File: src/hdl/mbt_pkg.sv
// types and constants shared by the boundary tracker
package mbt_pkg;

  // input beat: restart flag and one stream byte
  typedef struct packed {
    logic       restart;
    logic [7:0] data_byte;
  } in_t;

  // result beat
  typedef struct packed {
    logic        boundary_hit;
    logic [15:0] match_length;
    logic        boundary_known;
  } out_t;

  // phase codes
  localparam logic [1:0] PH_FIND  = 2'd0;
  localparam logic [1:0] PH_FOUND = 2'd1;
  localparam logic [1:0] PH_DELIM = 2'd2;

  // keyword position codes
  localparam logic [3:0] KP_IDLE  = 4'd0;
  localparam logic [3:0] KP_FIRST = 4'd1;
  localparam logic [3:0] KP_EQ    = 4'd9;
  localparam logic [3:0] KP_VAL   = 4'd10;

  // delimiter state codes
  localparam logic [2:0] DS_UNKNOWN = 3'd0;
  localparam logic [2:0] DS_CR      = 3'd1;
  localparam logic [2:0] DS_LF      = 3'd2;
  localparam logic [2:0] DS_HYP1    = 3'd3;
  localparam logic [2:0] DS_HYP2    = 3'd4;

  // character constants
  localparam logic [7:0] CH_CR    = 8'h0d;
  localparam logic [7:0] CH_LF    = 8'h0a;
  localparam logic [7:0] CH_HYPH  = 8'h2d;
  localparam logic [7:0] CH_QUOTE = 8'h22;
  localparam logic [7:0] CH_SEMI  = 8'h3b;
  localparam logic [7:0] CH_DOT   = 8'h2e;
  localparam logic [7:0] CH_EQ    = 8'h3d;
  localparam logic [7:0] CH_SP    = 8'h20;
  localparam logic [7:0] CH_HT    = 8'h09;
  localparam logic [7:0] CASE_OFS = 8'h20;

  // lower-case keyword letters, "boundary"
  localparam logic [7:0] KEYWORD [8] = '{8'h62, 8'h6f, 8'h75, 8'h6e,
                                         8'h64, 8'h61, 8'h72, 8'h79};

  // whitespace: sp, ht, lf, vt, ff, cr
  function automatic logic is_ws(input logic [7:0] c);
    return c inside {8'h20, 8'h09, 8'h0a, 8'h0b, 8'h0c, 8'h0d};
  endfunction

endpackage

File: src/hdl/mime_boundary_tracker.sv
// multipart boundary finder and body delimiter line tracker
//
//  channel | dir | handshake               | payload
//  --------+-----+-------------------------+----------------------------------
//  in      | in  | in_valid_i / in_ready_o | in_data_i  (restart, data_byte)
//  out     | out | out_valid_o/ out_ready_i| out_data_o (hit, length, known)
//
// one byte per cycle while the output register can take it; each byte's result appears in the output register on the
// cycle after it is taken, set by a single pass through the header and body logic.
// the value store is read one byte ahead of the body match position, so
// the stored byte to compare is ready when the next body byte arrives.
// reset clears all control state; the value store is not cleared.
// a new byte is taken whenever the output register is empty or being drained.
module mime_boundary_tracker #(
  parameter int MAX_VALUE_LEN = 70
) (
  input  logic         clk_i,
  input  logic         rst_ni,
  input  logic         in_valid_i,
  output logic         in_ready_o,
  input  mbt_pkg::in_t in_data_i,
  output logic          out_valid_o,
  input  logic          out_ready_i,
  output mbt_pkg::out_t out_data_o
);

  localparam int LW = $clog2(MAX_VALUE_LEN + 1);
  localparam int AW = (MAX_VALUE_LEN > 1) ? $clog2(MAX_VALUE_LEN) : 1;
  localparam logic [LW-1:0] MAX_LEN = LW'(MAX_VALUE_LEN);

  logic [1:0]    phase_q, phase_d;
  logic [3:0]    kp_q, kp_d;
  logic          quoted_q, quoted_d;
  logic [LW-1:0] vlen_q, vlen_d;
  logic [LW-1:0] tlen_q, tlen_d;
  logic [2:0]    ds_q, ds_d;
  logic [LW-1:0] mpos_q, mpos_d;
  logic [15:0]   run_q, run_d;
  logic          out_valid_q;
  mbt_pkg::out_t out_q, out_d;

  logic [7:0]    store_mem [MAX_VALUE_LEN];
  logic [7:0]    rd_q;
  logic          wr_en;
  logic          accept;

  assign in_ready_o  = !out_valid_q || out_ready_i;
  assign accept      = in_valid_i && in_ready_o;
  assign out_valid_o = out_valid_q;
  assign out_data_o  = out_q;

  // next state for one byte
  always_comb begin
    logic [7:0] c;
    logic       ws;
    logic       done;
    logic       hit;
    logic       upd;
    logic [2:0] ds;
    logic [2:0] prev;
    logic [7:0] kch;
    c        = in_data_i.data_byte;
    ws       = mbt_pkg::is_ws(c);
    done     = 1'b0;
    hit      = 1'b0;
    upd      = 1'b0;
    ds       = mbt_pkg::DS_UNKNOWN;
    prev     = mbt_pkg::DS_UNKNOWN;
    kch      = mbt_pkg::KEYWORD[3'(kp_q - 4'd1)];
    wr_en    = 1'b0;
    phase_d  = phase_q;
    kp_d     = kp_q;
    quoted_d = quoted_q;
    vlen_d   = vlen_q;
    tlen_d   = tlen_q;
    ds_d     = ds_q;
    mpos_d   = mpos_q;
    run_d    = run_q;

    if (phase_q == mbt_pkg::PH_FIND) begin
      // header: keyword, '=', value capture
      if (kp_q == mbt_pkg::KP_IDLE || kp_q > mbt_pkg::KP_VAL) begin
        kp_d = (c == mbt_pkg::CH_DOT || ws) ? mbt_pkg::KP_FIRST : mbt_pkg::KP_IDLE;
      end else if (kp_q == mbt_pkg::KP_EQ) begin
        if (c == mbt_pkg::CH_EQ) kp_d = mbt_pkg::KP_VAL;
        else if (!ws) kp_d = mbt_pkg::KP_IDLE;
      end else if (kp_q == mbt_pkg::KP_VAL) begin
        if (vlen_q == '0 && !quoted_q && c == mbt_pkg::CH_QUOTE) begin
          quoted_d = 1'b1;
        end else if (quoted_q) begin
          if (c == mbt_pkg::CH_QUOTE || vlen_q >= MAX_LEN) begin
            vlen_d = tlen_q;
            done   = 1'b1;
          end else begin
            wr_en = 1'b1;
          end
        end else if (c == mbt_pkg::CH_SEMI || ws) begin
          done = (vlen_q != '0);
        end else if (vlen_q >= MAX_LEN) begin
          done = 1'b1;
        end else begin
          wr_en = 1'b1;
        end
        // append one value byte
        if (wr_en) begin
          vlen_d = vlen_q + LW'(1);
          if (!ws) tlen_d = vlen_q + LW'(1);
        end
      end else begin
        if (c == kch || c == (kch - mbt_pkg::CASE_OFS)) kp_d = kp_q + 4'd1;
        else kp_d = (c == mbt_pkg::CH_DOT || ws) ? mbt_pkg::KP_FIRST : mbt_pkg::KP_IDLE;
      end
      if (done) phase_d = mbt_pkg::PH_FOUND;
    end else if (phase_q == mbt_pkg::PH_FOUND || phase_q == mbt_pkg::PH_DELIM) begin
      // body: line break, two hyphens, stored value, newline
      ds   = (ds_q > mbt_pkg::DS_HYP2) ? mbt_pkg::DS_UNKNOWN : ds_q;
      prev = ds;
      upd  = 1'b1;
      case (ds)
        mbt_pkg::DS_UNKNOWN: begin
          if (c == mbt_pkg::CH_CR) ds = mbt_pkg::DS_CR;
          else if (c == mbt_pkg::CH_LF) ds = mbt_pkg::DS_LF;
          else if (c == mbt_pkg::CH_HYPH && phase_q == mbt_pkg::PH_FOUND)
            ds = mbt_pkg::DS_HYP1;
          else begin
            upd  = 1'b0;
            ds_d = mbt_pkg::DS_UNKNOWN;
          end
        end
        mbt_pkg::DS_CR: begin
          if (c == mbt_pkg::CH_LF) ds = mbt_pkg::DS_LF;
          else if (c == mbt_pkg::CH_CR) ds = mbt_pkg::DS_CR;
          else ds = mbt_pkg::DS_UNKNOWN;
        end
        mbt_pkg::DS_LF, mbt_pkg::DS_HYP1: begin
          if (c == mbt_pkg::CH_HYPH) begin
            if (ds == mbt_pkg::DS_HYP1) begin
              ds     = mbt_pkg::DS_HYP2;
              mpos_d = '0;
            end else begin
              ds = mbt_pkg::DS_HYP1;
            end
          end else if (c == mbt_pkg::CH_CR) ds = mbt_pkg::DS_CR;
          else if (c == mbt_pkg::CH_LF) ds = mbt_pkg::DS_LF;
          else ds = mbt_pkg::DS_UNKNOWN;
        end
        default: begin
          if (mpos_q >= vlen_q) begin
            if (c == mbt_pkg::CH_LF) begin
              if (run_q != '1) run_d = run_q + 16'd1;
              ds_d = mbt_pkg::DS_UNKNOWN;
              hit  = 1'b1;
              upd  = 1'b0;
            end else if (c != mbt_pkg::CH_CR && c != mbt_pkg::CH_HYPH &&
                         c != mbt_pkg::CH_SP && c != mbt_pkg::CH_HT) begin
              ds = mbt_pkg::DS_UNKNOWN;
            end
          end else if (mpos_q < MAX_LEN && rd_q == c) begin
            mpos_d = mpos_q + LW'(1);
          end else if (c == mbt_pkg::CH_CR) ds = mbt_pkg::DS_CR;
          else if (c == mbt_pkg::CH_LF) ds = mbt_pkg::DS_LF;
          else ds = mbt_pkg::DS_UNKNOWN;
        end
      endcase
      // candidate run count
      if (upd) begin
        ds_d = ds;
        if (ds == mbt_pkg::DS_UNKNOWN) run_d = '0;
        else if (prev >= ds && prev != mbt_pkg::DS_HYP2) run_d = 16'd1;
        else if (run_q != '1) run_d = run_q + 16'd1;
      end
      if (hit) phase_d = mbt_pkg::PH_DELIM;
    end

    out_d.boundary_hit   = hit;
    out_d.match_length   = run_d;
    out_d.boundary_known = (phase_d != mbt_pkg::PH_FIND);

    // restart drops everything
    if (in_data_i.restart) begin
      wr_en    = 1'b0;
      phase_d  = mbt_pkg::PH_FIND;
      kp_d     = mbt_pkg::KP_IDLE;
      quoted_d = 1'b0;
      vlen_d   = '0;
      tlen_d   = '0;
      ds_d     = mbt_pkg::DS_UNKNOWN;
      mpos_d   = '0;
      run_d    = '0;
      out_d    = '0;
    end
  end

  // control state
  always_ff @(posedge clk_i or negedge rst_ni) begin
    if (!rst_ni) begin
      phase_q     <= mbt_pkg::PH_FIND;
      kp_q        <= mbt_pkg::KP_IDLE;
      quoted_q    <= 1'b0;
      vlen_q      <= '0;
      tlen_q      <= '0;
      ds_q        <= mbt_pkg::DS_UNKNOWN;
      mpos_q      <= '0;
      run_q       <= '0;
      out_valid_q <= 1'b0;
    end else begin
      if (accept) begin
        phase_q  <= phase_d;
        kp_q     <= kp_d;
        quoted_q <= quoted_d;
        vlen_q   <= vlen_d;
        tlen_q   <= tlen_d;
        ds_q     <= ds_d;
        mpos_q   <= mpos_d;
        run_q    <= run_d;
      end
      if (accept) out_valid_q <= 1'b1;
      else if (out_ready_i) out_valid_q <= 1'b0;
    end
  end

  // result register
  always_ff @(posedge clk_i) begin
    if (accept) out_q <= out_d;
  end

  // value store; read data tracks the next body match position
  always_ff @(posedge clk_i) begin
    if (accept && wr_en) store_mem[vlen_q[AW-1:0]] <= in_data_i.data_byte;
    if (accept) begin
      if (mpos_d < MAX_LEN) rd_q <= store_mem[mpos_d[AW-1:0]];
    end else begin
      if (mpos_q < MAX_LEN) rd_q <= store_mem[mpos_q[AW-1:0]];
    end
  end

  // checks
  a_len_cap: assert property (@(posedge clk_i) disable iff (!rst_ni)
    vlen_q <= MAX_LEN)
    else $error("value length beyond cap");

  a_trim_le: assert property (@(posedge clk_i) disable iff (!rst_ni)
    tlen_q <= vlen_q)
    else $error("trimmed length above value length");

  a_mpos_le: assert property (@(posedge clk_i) disable iff (!rst_ni)
    mpos_q <= vlen_q)
    else $error("match position past stored value");

  a_hit_known: assert property (@(posedge clk_i) disable iff (!rst_ni)
    out_valid_q && out_q.boundary_hit |-> out_q.boundary_known)
    else $error("hit reported before a boundary value was known");

  a_restart: assert property (@(posedge clk_i) disable iff (!rst_ni)
    accept && in_data_i.restart |=> phase_q == mbt_pkg::PH_FIND && run_q == '0
      && out_q == '0)
    else $error("restart did not clear state");

endmodule

File: config.mk
export PLATFORM = sky130hd
export DESIGN_NAME = mime_boundary_tracker
export DESIGN_NICKNAME = d
export VERILOG_FILES = /design/src/hdl/mbt_pkg.sv /design/src/hdl/mime_boundary_tracker.sv
export SDC_FILE = /design/constraint.sdc
export NUM_CORES = 1
export LEC_CHECK = 0
export ABC_AREA = 1
export BUFFER_PORTS_ARGS = -buffer_cell sky130_fd_sc_hd__buf_2
export CAP_MARGIN = 20
export CORE_MARGIN = 2
export CORE_UTILIZATION = 35
export CTS_CLUSTER_SIZE = 25
export DETAILED_ROUTE_END_ITERATION = 7
export GPL_TIMING_DRIVEN = 0
export SETUP_SLACK_MARGIN = 0.1
export SYNTH_ARGS = -nofsm -noshare
export SYNTH_HDL_FRONTEND = slang
export SYNTH_SLANG_ARGS = --single-unit
File: constraint.sdc
create_clock -name clk_i -period 6.5 [get_ports clk_i]
set_input_delay 0.975 -clock clk_i [delete_from_list [all_inputs] [get_ports clk_i]]
set_output_delay 0.975 -clock clk_i [all_outputs]
set_load 0.05 [all_outputs]
Word-level counts from Yosys, hierarchy flattened
Memory sizes are Yosys's and may differ from the RTL's.
Index checks and enable logic that the tools add are counted.
{"block": "totals", "inputBits": 13, "rom_bits": 64, "ram_bits": 560, "latchBits": 0, "n_memories": 2, "output_inout_bits": 20, "register_bits": 74}
{"block": "op_classes", "mul": 0, "n_reduce_logical": 49, "n_eq_ne": 39, "n_shift": 0, "n_lt_le_gt_ge": 8, "n_addsub": 6, "n_div": 0, "mux": 127, "bitwise_logic": 2}
{"name": "store_mem", "depth": 70, "width": 8, "read_ports": 2, "rd_clocked_by_memory_dff": 0, "wr": 1, "line": "mime_boundary_tracker.sv:42", "source": "logic [7:0] store_mem [MAX_VALUE_LEN];"}
{"name": "(no name shown)", "depth": 8, "width": 8, "read_ports": 1, "rd_clocked_by_memory_dff": 0, "wr": 0, "line": "mime_boundary_tracker.sv:69", "source": "kch = mbt_pkg::KEYWORD[3'(kp_q - 4'd1)];"}
{"cell": "16-bit two-way mux", "count": 11}
{"cell": "7-bit two-way mux", "count": 23}
{"cell": "3-bit two-way mux", "count": 21}
{"cell": "8-bit by 6-bit == test with 1-bit output (second input constant)", "count": 6}
{"cell": "1-bit two-way mux", "count": 47}
{"cell": "8-bit by 4-bit == test with 1-bit output (second input constant)", "count": 5}
{"cell": "8-bit two-way mux", "count": 5}
{"cell": "4-bit two-way mux", "count": 8}
{"cell": "8-bit == test", "count": 3}
{"cell": "16-bit by 1-bit adder with 16-bit output (second input constant)", "count": 1}
{"cell": "2-bit two-way mux", "count": 8}
{"cell": "16-bit != test (second input constant)", "count": 1}
{"cell": "4-bit != test (second input constant)", "count": 4}
{"cell": "8-bit by 4-bit != test with 1-bit output (second input constant)", "count": 2}
{"cell": "8-bit by 6-bit != test with 1-bit output (second input constant)", "count": 2}
{"cell": "2-bit nonzero test", "count": 8}
{"cell": "7-bit by 1-bit adder with 7-bit output (second input constant)", "count": 2}
{"cell": "7-bit < comparator (second input constant)", "count": 2}
{"cell": "7-bit one-hot mux with 2 select lines", "count": 1}
{"cell": "1-bit logical AND", "count": 10}
{"cell": "3-bit one-hot mux with 3 select lines", "count": 1}
{"cell": "9-bit AND reduction", "count": 1}
{"cell": "4-bit == test (second input constant)", "count": 2}
{"cell": "2-bit != test (second input constant)", "count": 4}
{"cell": "other kinds (40)", "count": 53}

Logic depth before layout (Yosys ltp)
Gate-level depths: netlist of run 1.
{"block": "logic_depth", "word_depth": 18, "ltp_mapped": 29, "ltp_nobuf": 24}

Worst setup path before layout of run 1
Ideal clock, no wire load.
{"block": "synth_timing", "kind": "flip-flop to flip-flop", "from": "register mpos_q[0]", "to": "register out_q, in the netlist out_data_o[12] (data pin)", "stages_incl_launch_ff": 26, "t_arrival_ns": 3.814, "required_ns": 6.348, "setup_slack_ns": 2.533, "period_less_slack_ns": 3.967, "path_cell_list": "dfrtp_1 buf_2 inv_2 clkbuf_1 clkbuf_1 clkbuf_1 ha_1 and3_1 nor2_2 o21ai_0 o21ai_0 nand2_1 inv_1 ha_1 inv_1 nand2_1 a21oi_1 nor2_1 o21ai_0 nand2_1 nand2_1 nand3_1 inv_1 buf_2 nand3_1 o21ai_0"}
{"block": "synth_via", "elab_chain_len": 14}
{"item": "from (decl)", "line": "mime_boundary_tracker.sv:37", "source": "logic [LW-1:0] mpos_q, mpos_d;"}
{"item": "from (signal assigned)", "line": "mime_boundary_tracker.sv:214", "source": "mpos_q <= mpos_d;"}
{"item": "7-bit < comparator", "line": "mime_boundary_tracker.sv:158", "source": "end else if (mpos_q < MAX_LEN && rd_q == c) begin"}
{"item": "1-bit logical AND", "line": "mime_boundary_tracker.sv:158"}
{"item": "3-bit two-way mux", "line": "mime_boundary_tracker.sv:158"}
{"item": "3-bit two-way mux", "line": "mime_boundary_tracker.sv:148", "source": "if (mpos_q >= vlen_q) begin"}
{"item": "3-bit one-hot mux with 3 select lines", "line": "mime_boundary_tracker.sv:119", "source": "case (ds)"}
{"item": "3-bit two-way mux", "line": "mime_boundary_tracker.sv:114", "source": "end else if (phase_q == mbt_pkg::PH_FOUND || phase_q == mbt_pkg::PH_DELIM) begin"}
{"item": "3-bit two-way mux", "line": "mime_boundary_tracker.sv:80", "source": "if (phase_q == mbt_pkg::PH_FIND) begin"}
{"item": "3-bit greater-or-equal comparator", "line": "mime_boundary_tracker.sv:169", "source": "else if (prev >= ds && prev != mbt_pkg::DS_HYP2) run_d = 16'd1;"}
{"item": "1-bit logical AND", "line": "mime_boundary_tracker.sv:169"}
{"item": "16-bit two-way mux", "line": "mime_boundary_tracker.sv:169"}
{"item": "16-bit two-way mux", "line": "mime_boundary_tracker.sv:168", "source": "if (ds == mbt_pkg::DS_UNKNOWN) run_d = '0;"}
{"item": "16-bit two-way mux *", "line": "mime_boundary_tracker.sv:166", "source": "if (upd) begin"}
{"item": "16-bit two-way mux *", "line": "mime_boundary_tracker.sv:114"}
{"item": "16-bit two-way mux *", "line": "mime_boundary_tracker.sv:80"}
{"item": "to (signal assigned)", "line": "mime_boundary_tracker.sv:224", "source": "if (accept) out_q <= out_d;"}
{"item": "to (decl)", "line": "mime_boundary_tracker.sv:40", "source": "mbt_pkg::out_t out_q, out_d;"}
Mark *: on every way between the ends. The rest lies on a longest branch, timed or not. The select of a mux whose other input is x is not followed.
A chain may end at the register's enable or synchronous reset.

Worst setup path in the final report of run 1
{"block": "layout_timing", "from": "register mpos_q[0]", "to": "register rd_q[3] (data pin)"}
{"block": "layout_via", "elab_chain_len": 11}
{"item": "7-bit < comparator", "line": "mime_boundary_tracker.sv:158"}
{"item": "1-bit logical AND", "line": "mime_boundary_tracker.sv:158"}
{"item": "7-bit two-way mux", "line": "mime_boundary_tracker.sv:158"}
{"item": "7-bit two-way mux", "line": "mime_boundary_tracker.sv:148"}
{"item": "7-bit one-hot mux with 2 select lines", "line": "mime_boundary_tracker.sv:119"}
{"item": "7-bit two-way mux", "line": "mime_boundary_tracker.sv:114"}
{"item": "7-bit two-way mux", "line": "mime_boundary_tracker.sv:80"}
{"item": "7-bit two-way mux", "line": "mime_boundary_tracker.sv:180", "source": "if (in_data_i.restart) begin"}
{"item": "memory read 70 x 8 bit *"}
{"item": "8-bit two-way mux", "line": "mime_boundary_tracker.sv:231", "source": "if (mpos_d < MAX_LEN) rd_q <= store_mem[mpos_d[AW-1:0]];"}
{"item": "8-bit two-way mux *", "line": "mime_boundary_tracker.sv:230", "source": "if (accept) begin"}
{"item": "to (signal assigned)", "line": "mime_boundary_tracker.sv:231"}
{"item": "to (signal assigned)", "line": "mime_boundary_tracker.sv:233", "source": "if (mpos_q < MAX_LEN) rd_q <= store_mem[mpos_q[AW-1:0]];"}
{"item": "to (decl)", "line": "mime_boundary_tracker.sv:43", "source": "logic [7:0] rd_q;"}
Marks and branches as above.

==> results of run 1 <==
worst max path at each step:
stage	slack [ps]	startpoint	to	cells past startpoint
after floorplan	2530	mpos_q[0]	out_data_o[12]	25
after CTS	470	mpos_q[0]	rd_q[3]	20
after global placement	-500	in_data_i[4]	store_mem[31][5]	13
after detailed placement	-70	mpos_q[0]	rd_q[3]	21
final	560	mpos_q[0]	rd_q[3]	19
after global routing	530	mpos_q[0]	rd_q[3]	19
state kept, by name, summed over array words and instances, names as in the netlist, 2 cells and up:
signal,cells
tlen_q,7
mpos_q,7
ds_q,3
rd_q,8
kp_q,4
out_data_o,18
vlen_q,7
run_q,16
phase_q,2
store_mem,560
through the flow:
| stage | instance area, µm² | total power (W) |
|---|---|---|
| finish | 38100 | 0.00978 |
| global placement | 35100 | 0.00525 |
| global route | 38100 | 0.00997 |
| floorplan | 33400 | 0.00493 |
| detailed placement | 35500 | 0.00529 |
| CTS | 38100 | 0.00974 |
layer usage:
metal  global-route usage  vias to the layer above  part of all wire
met2                0.451                     2358              0.43
met1                0.401                    15100              0.38
met4                0.191                       14             0.071
met5              0.00242                        -           0.00079
li1                     -                    13500                 -
met3               0.0793                      528              0.12
cells in the final DEF (no fill, tap or decap), types with 7 or more instances in the layout:
cell,instances
buf_2,97
nand3b_1,29
clkbuf_16,75
bufinv_16,13
inv_1,252
nand3_1,558
nand2_1,812
nor2_1,320
o221ai_1,23
clkinv_2,8
buf_6,7
o22ai_1,67
a31oi_1,8
ha_1,24
nand4_1,20
dfrtp_1,48
clkinv_1,15
buf_1,14
buf_4,22
xor2_1,8
buf_8,7
a21oi_1,217
edfxtp_1,586
clkbuf_1,161
o211ai_1,49
o21ai_1,10
inv_2,9
o21ai_0,404
cell families after synthesis:
| logic type | synth area share |
|---|---|
| AO/OA/AOI/OAI | 0.132 |
| XOR/XNOR | 0.00210 |
| adder cells (fa/ha/maj) | 0.00899 |
| buffers and inverters | 0.0634 |
| flip-flops | 0.563 |
| AND/OR/NAND/NOR | 0.230 |
where the power goes:
group          total, W  internal, W  switching (W)
Sequential      0.00454      0.00450      0.0000387
Clock           0.00454      0.00269        0.00186
Combinational  0.000692     0.000142       0.000551
timing repair:
action | 4_1_cts | 5_1_grt
gates cloned | 0 | 0
hold buffers | 0 | 0
pin swaps | 0 | 0
setup endpoints to repair | 12 | 1
layout make-up:
class / instances / area share
antenna: 6 / 0.000394
buffer: 251 / 0.0291
clock buffer: 92 / 0.0517
clock inverter: 43 / 0.0157
inverter: 267 / 0.0263
multi-input combinational: 2614 / 0.328
sequential: 634 / 0.493
tap: 1265 / 0.0415
timing repair buffer: 54 / 0.0148
critical path: stages (launching register included):
cell      delay, ps
dfrtp_1         380
buf_2           210
inv_2           670
clkbuf_1        470
ha_1            330
and3_1          170
nor2_2          390
nand4_2         180
nand2_1          90
nand2_1          50
nand2_1         200
nand2_2         220
inv_2           440
buf_1           640
nand3_1         260
nand3_1         320
nand3_1         170
nand2_1         130
nand3_1         230
a21oi_1         200
==> results.cfg, run 1 <==
[critical_path]
critPathKind = register to register
reg2reg_slack_ps = 560
cp.required_ps = 7000
end_kind = register
worstRegToRegCells = 19
crit_arrival_ps = 6440
worstPathMaxFanout = 27
rr_startpoint = mpos_q[0]
reg2reg_to = rd_q[3]
start_kind = register

[grt]
antenna_found_initial = 13
grt_overflow = 0
grt_pass1_vias = 28800
track_usage = 0.306
grt_max_degree = 71
grt_pass1_wl_um = 213000

[detailed_routing]
drc = 0
avgViaCountPerCell = 6.01
drt_wl_total_um = 154000
vias = 31400
drt_pass1_iterations = 7
drtAntennaViolNets = 0
drtIter0Drc = 5063
drt-wirelength-per-cell_um = 29.4

[logic_synthesis]
ys_seq_elements = 634
synth_top_cells_by_count = nand2_1, edfxtp_1, nand3_1, o21ai_0, nor2_1
synth-edff-count = 586
seq_area_frac_synth = 0.563
yosys_warnings = 0
synth_ff_type = edfxtp_1
ys_top_cells_by_area = edfxtp_1, nand2_1, nand3_1
ys_types = 53
synth_most_common_cell = nand2_1
synth_top_area_cell = edfxtp_1
synth-async-reset-ratio = 0.0757
synth_cells = 3768
synth_area_um2 = 33400
syn_area_per_cell_um2 = 8.86
syn_nets = 3805
netlist.area_leader.share = 0.527

[timing]
slew_viol_final = 0
min_period_over_period = 0.914
hold_slack_ps = 313
grt_setup_unrepaired = no
relSlewSlack = 0.137
fin_tns_setup_ps = 0
setup_slack_ps = 558
setup_violations = 0
tightestPinTransition_ps = 1290
finalHoldViolCount = 0
fmax_mhz = 168
fin_crit_ps = 5940
skew_ps = 35.1

[place]
hpwl_um = 109000
routabilityCongestion = 1.02
portBuffers = 32
dp_slack_ps = -65.2
place_inst = 5084

[final_layout]
fill_cells = 9514
regArea_um2 = 18800
drive_gt1_frac = 0.0746
final_net_count = 3933
postLayoutCoreUtil = 0.403
area_delta_synth_final_pct = 14.2
multiInputGateArea_um2 = 12500
fin_cells = 5226

[floorplanning]
fp.dieArea_um2 = 97900
start_util = 0.353
rows = 113
core_area_um2 = 94700
floorplan.die.height_um = 313
ioPinCount = 33
die_x_um = 313

[outcome]
status = finished clean

[pwr]
p_leak_nw = 14.2
ir_drop_mv = 0.225
cellPowerDensity_nw_per_um2 = 256

[clock_network]
numCtsBuffers = 74
postCtsSetupRepairBufs = 0
cts_sinks = 634
clockBufferDepth = 3
root_buffer = clkbuf_16
clk-insertion-delay-late_ps = 680
cts_tree = yes
path_clk_slew_ps = 60
ctsResizeCount = 0
htreeDepth = 3

[min_path]
hold_class = input pin to asynchronous set/reset pin

[run]
maxCapViolCount = 0
Note: power is estimated with default switching activity, not from simulation.
==> run 2: changes to the inputs <==
- ABC_AREA: 1 -> not set
- BUFFER_PORTS_ARGS: -buffer_cell sky130_fd_sc_hd__buf_2 -> not set
- DONT_BUFFER_PORTS: not set -> 1
==> results.cfg, run 2 <==
[outcome]
status = finished clean

[floorplanning]
die_x_um = 307
start_util = 0.355
core_area_um2 = 90400
ioPinCount = 33
fp.dieArea_um2 = 94000
rows = 110
floorplan.die.height_um = 307

[grt]
track_usage = 0.282
grt_pass1_wl_um = 185000
grt_pass1_vias = 24200
grt_overflow = 0
antenna_found_initial = 5
grt_max_degree = 77

[critical_path]
critical-path-slowest-cell = buf_1
crit_top_cell = clkbuf_1
end_kind = register
worstRegToRegCells = 16
max_stage_delay_ps = 840
crit_arrival_ps = 6770
reg2reg_slack_ps = 130
cp.required_ps = 6900
worstPathMaxFanout = 10
setup.worst_path.end = rd_q[3]
startpoint = vlen_q[4]
rr_startpoint = vlen_q[4]
reg2reg_to = rd_q[3]
critPathKind = register to register
path_cells = clkbuf_1 -> inv_1 -> ha_1 -> and3_1 -> a221oi_1 -> o21ai_0 -> clkbuf_1 -> nor2_2 -> a311o_1 -> buf_2 -> buf_1 -> clkbuf_1 -> a31oi_1 -> o211ai_1 -> nand4_1 -> a31o_1
start_kind = register

[pwr]
p_leak_nw = 11.6
ir_drop_mv = 0.227
switching_share = 0.220
power_frac_clock = 0.466
switchingPower_w = 0.00196
p_int_w = 0.00696
cellPowerDensity_nw_per_um2 = 245
comb_power_share = 0.028
seqPwrFrac = 0.505

[logic_synthesis]
synth_most_common_cell = edfxtp_1
synth-async-reset-ratio = 0.0757
synth_ff_type = edfxtp_1
synth_top_cells_by_count = edfxtp_1, nand2_1, mux4_2, nor2_1, nand3_1
synth_area_um2 = 32100
seq_area_frac_synth = 0.586
synth_cells = 2475
syn_nets = 2512
netlist.area_leader.share = 0.549
yosys_warnings = 0
ys_top_cells_by_area = edfxtp_1, mux4_2, nand2_1
synth-edff-count = 586
ys_types = 81
synth_top_area_cell = edfxtp_1
ys_seq_elements = 634
syn_area_per_cell_um2 = 13.0

[place]
portBuffers = 0
dp_slack_ps = -513
hpwl_um = 94900
routabilityCongestion = 1.03
place_inst = 3675

[timing]
slew_viol_final = 0
relSlewSlack = 0.187
setup_violations = 0
fin_tns_setup_ps = 0
min_period_over_period = 0.980
fin_crit_ps = 6370
finalHoldViolCount = 0
skew_ps = 35.1
grt_setup_unrepaired = yes
setup_slack_ps = 133
fmax_mhz = 157
tightestPinTransition_ps = 1220

[final_layout]
n_antenna_cell = 0
postLayoutCoreUtil = 0.403
area_delta_synth_final_pct = 13.6
largest_register_ffs = 560
layout_common_cells = edfxtp_1, nand2_1, mux4_2
final_common_cell = edfxtp_1
fill_cells = 8335
final_net_count = 2620
drive_gt1_frac = 0.153
fin_cells = 3812

[min_path]
hold_class = input pin to asynchronous set/reset pin

[clock_network]
clockBufferDepth = 3
root_buffer = clkbuf_16
hold_buffers = 0
clk-insertion-delay-late_ps = 660
numCtsBuffers = 72
postCtsSetupRepairBufs = 0
cts_sinks = 634
htreeDepth = 3
cts_tree = yes
path_clk_slew_ps = 70

[detailed_routing]
drc = 0
drtIter0Drc = 4205
drt_pass1_iterations = 6
avgViaCountPerCell = 6.47
drt-wirelength-per-cell_um = 35.1
vias = 24600
drt_wl_total_um = 134000
drtAntennaViolNets = 0

[run]
maxCapViolCount = 0
run 2: cell count changes in the layout (fill, tap and decap cells not counted), sizes merged, moves of 113 or more:
cell	previous run	this run
nand3	561	116
nand2	815	407
o21ai	415	84
inv	266	30
nor2	330	152
mux4	0	166
a21oi	219	96
mux2i	0	113
run 2: power groups by stage:
stage / clock, W / combinational [W] / sequential (W)
2_1_floorplan: 0 / 0.000160 / 0.00459
3_3_place_gp: 0 / 0.000238 / 0.00459
3_5_place_dp: 0 / 0.000241 / 0.00459
4_1_cts: 0.00418 / 0.000242 / 0.00451
5_1_grt: 0.00434 / 0.000269 / 0.00451
6_report: 0.00416 / 0.000253 / 0.00451
run 2: what timing repair did:
item | 4_1_cts | 5_1_grt
resized for setup | 3 | 17
endpoints found under the setup margin | 4 | 5
endpoints found under the hold margin | 0 | 0
run 2: worst min-delay path by stage:
| stage | start | endpoint | slack, ps | depth (start not counted) |
|---|---|---|---|---|
| floorplan | tlen_q[1] | tlen_q[1] | 440 | 2 |
| global placement | tlen_q[3] | tlen_q[3] | 450 | 2 |
| detailed placement | tlen_q[2] | tlen_q[2] | 460 | 2 |
| CTS | rst_ni | vlen_q[4] | 9 | 0 |
| global route | rst_ni | kp_q[0] | 20 | 0 |
| finish | rst_ni | kp_q[0] | 40 | 0 |
run 2: worst max-delay path: cells and delay by family, from the launching register on:
family          cells  cell delay, ps
buf+inv             6            2780
compound gates      6            1850
simple gates        3             820
fa+ha+maj           1             330
flops               1             310
run 2: layout make-up:
type | instances | area, µm² | share of cell area
inverters | 30 | 113 | 0.00309
multi-input cells | 1632 | 12400 | 0.341
clock buffers | 82 | 1890 | 0.0519
plain buffers | 179 | 790 | 0.0217
flip-flops and latches | 634 | 18800 | 0.516
clock inverters | 45 | 475 | 0.0131
repair buffers | 34 | 458 | 0.0126
well taps | 1176 | 1470 | 0.0404
run 2: cell families (layout without fill, tap and decap cells):
family	count (synthesis)	after routing	share of synthesized area
and+or+nand+nor	863	863	0.121
DFF	634	634	0.586
buffers and inverters	209	370	0.0279
AOI/OAI and AO/OA	439	439	0.0954
xor gates and xnor gates	21	21	0.00574
adders and majority gates	24	24	0.00937
muxes	285	285	0.154
run 2: stage by stage:
step	area [µm²]	total power (W)	hold slack, ps
4_1_cts	36300	0.00894	9.25
5_1_grt	36400	0.00911	16.7
6_report	36400	0.00892	39.8
2_1_floorplan	32100	0.00475	438
3_5_place_dp	33900	0.00484	463
3_3_place_gp	33500	0.00483	455
run 2: layer usage:
layer	track usage	wire length (µm)
met3	0.0764	16000
met5	0	30
met2	0.428	59100
met1	0.361	49600
met4	0.170	8980
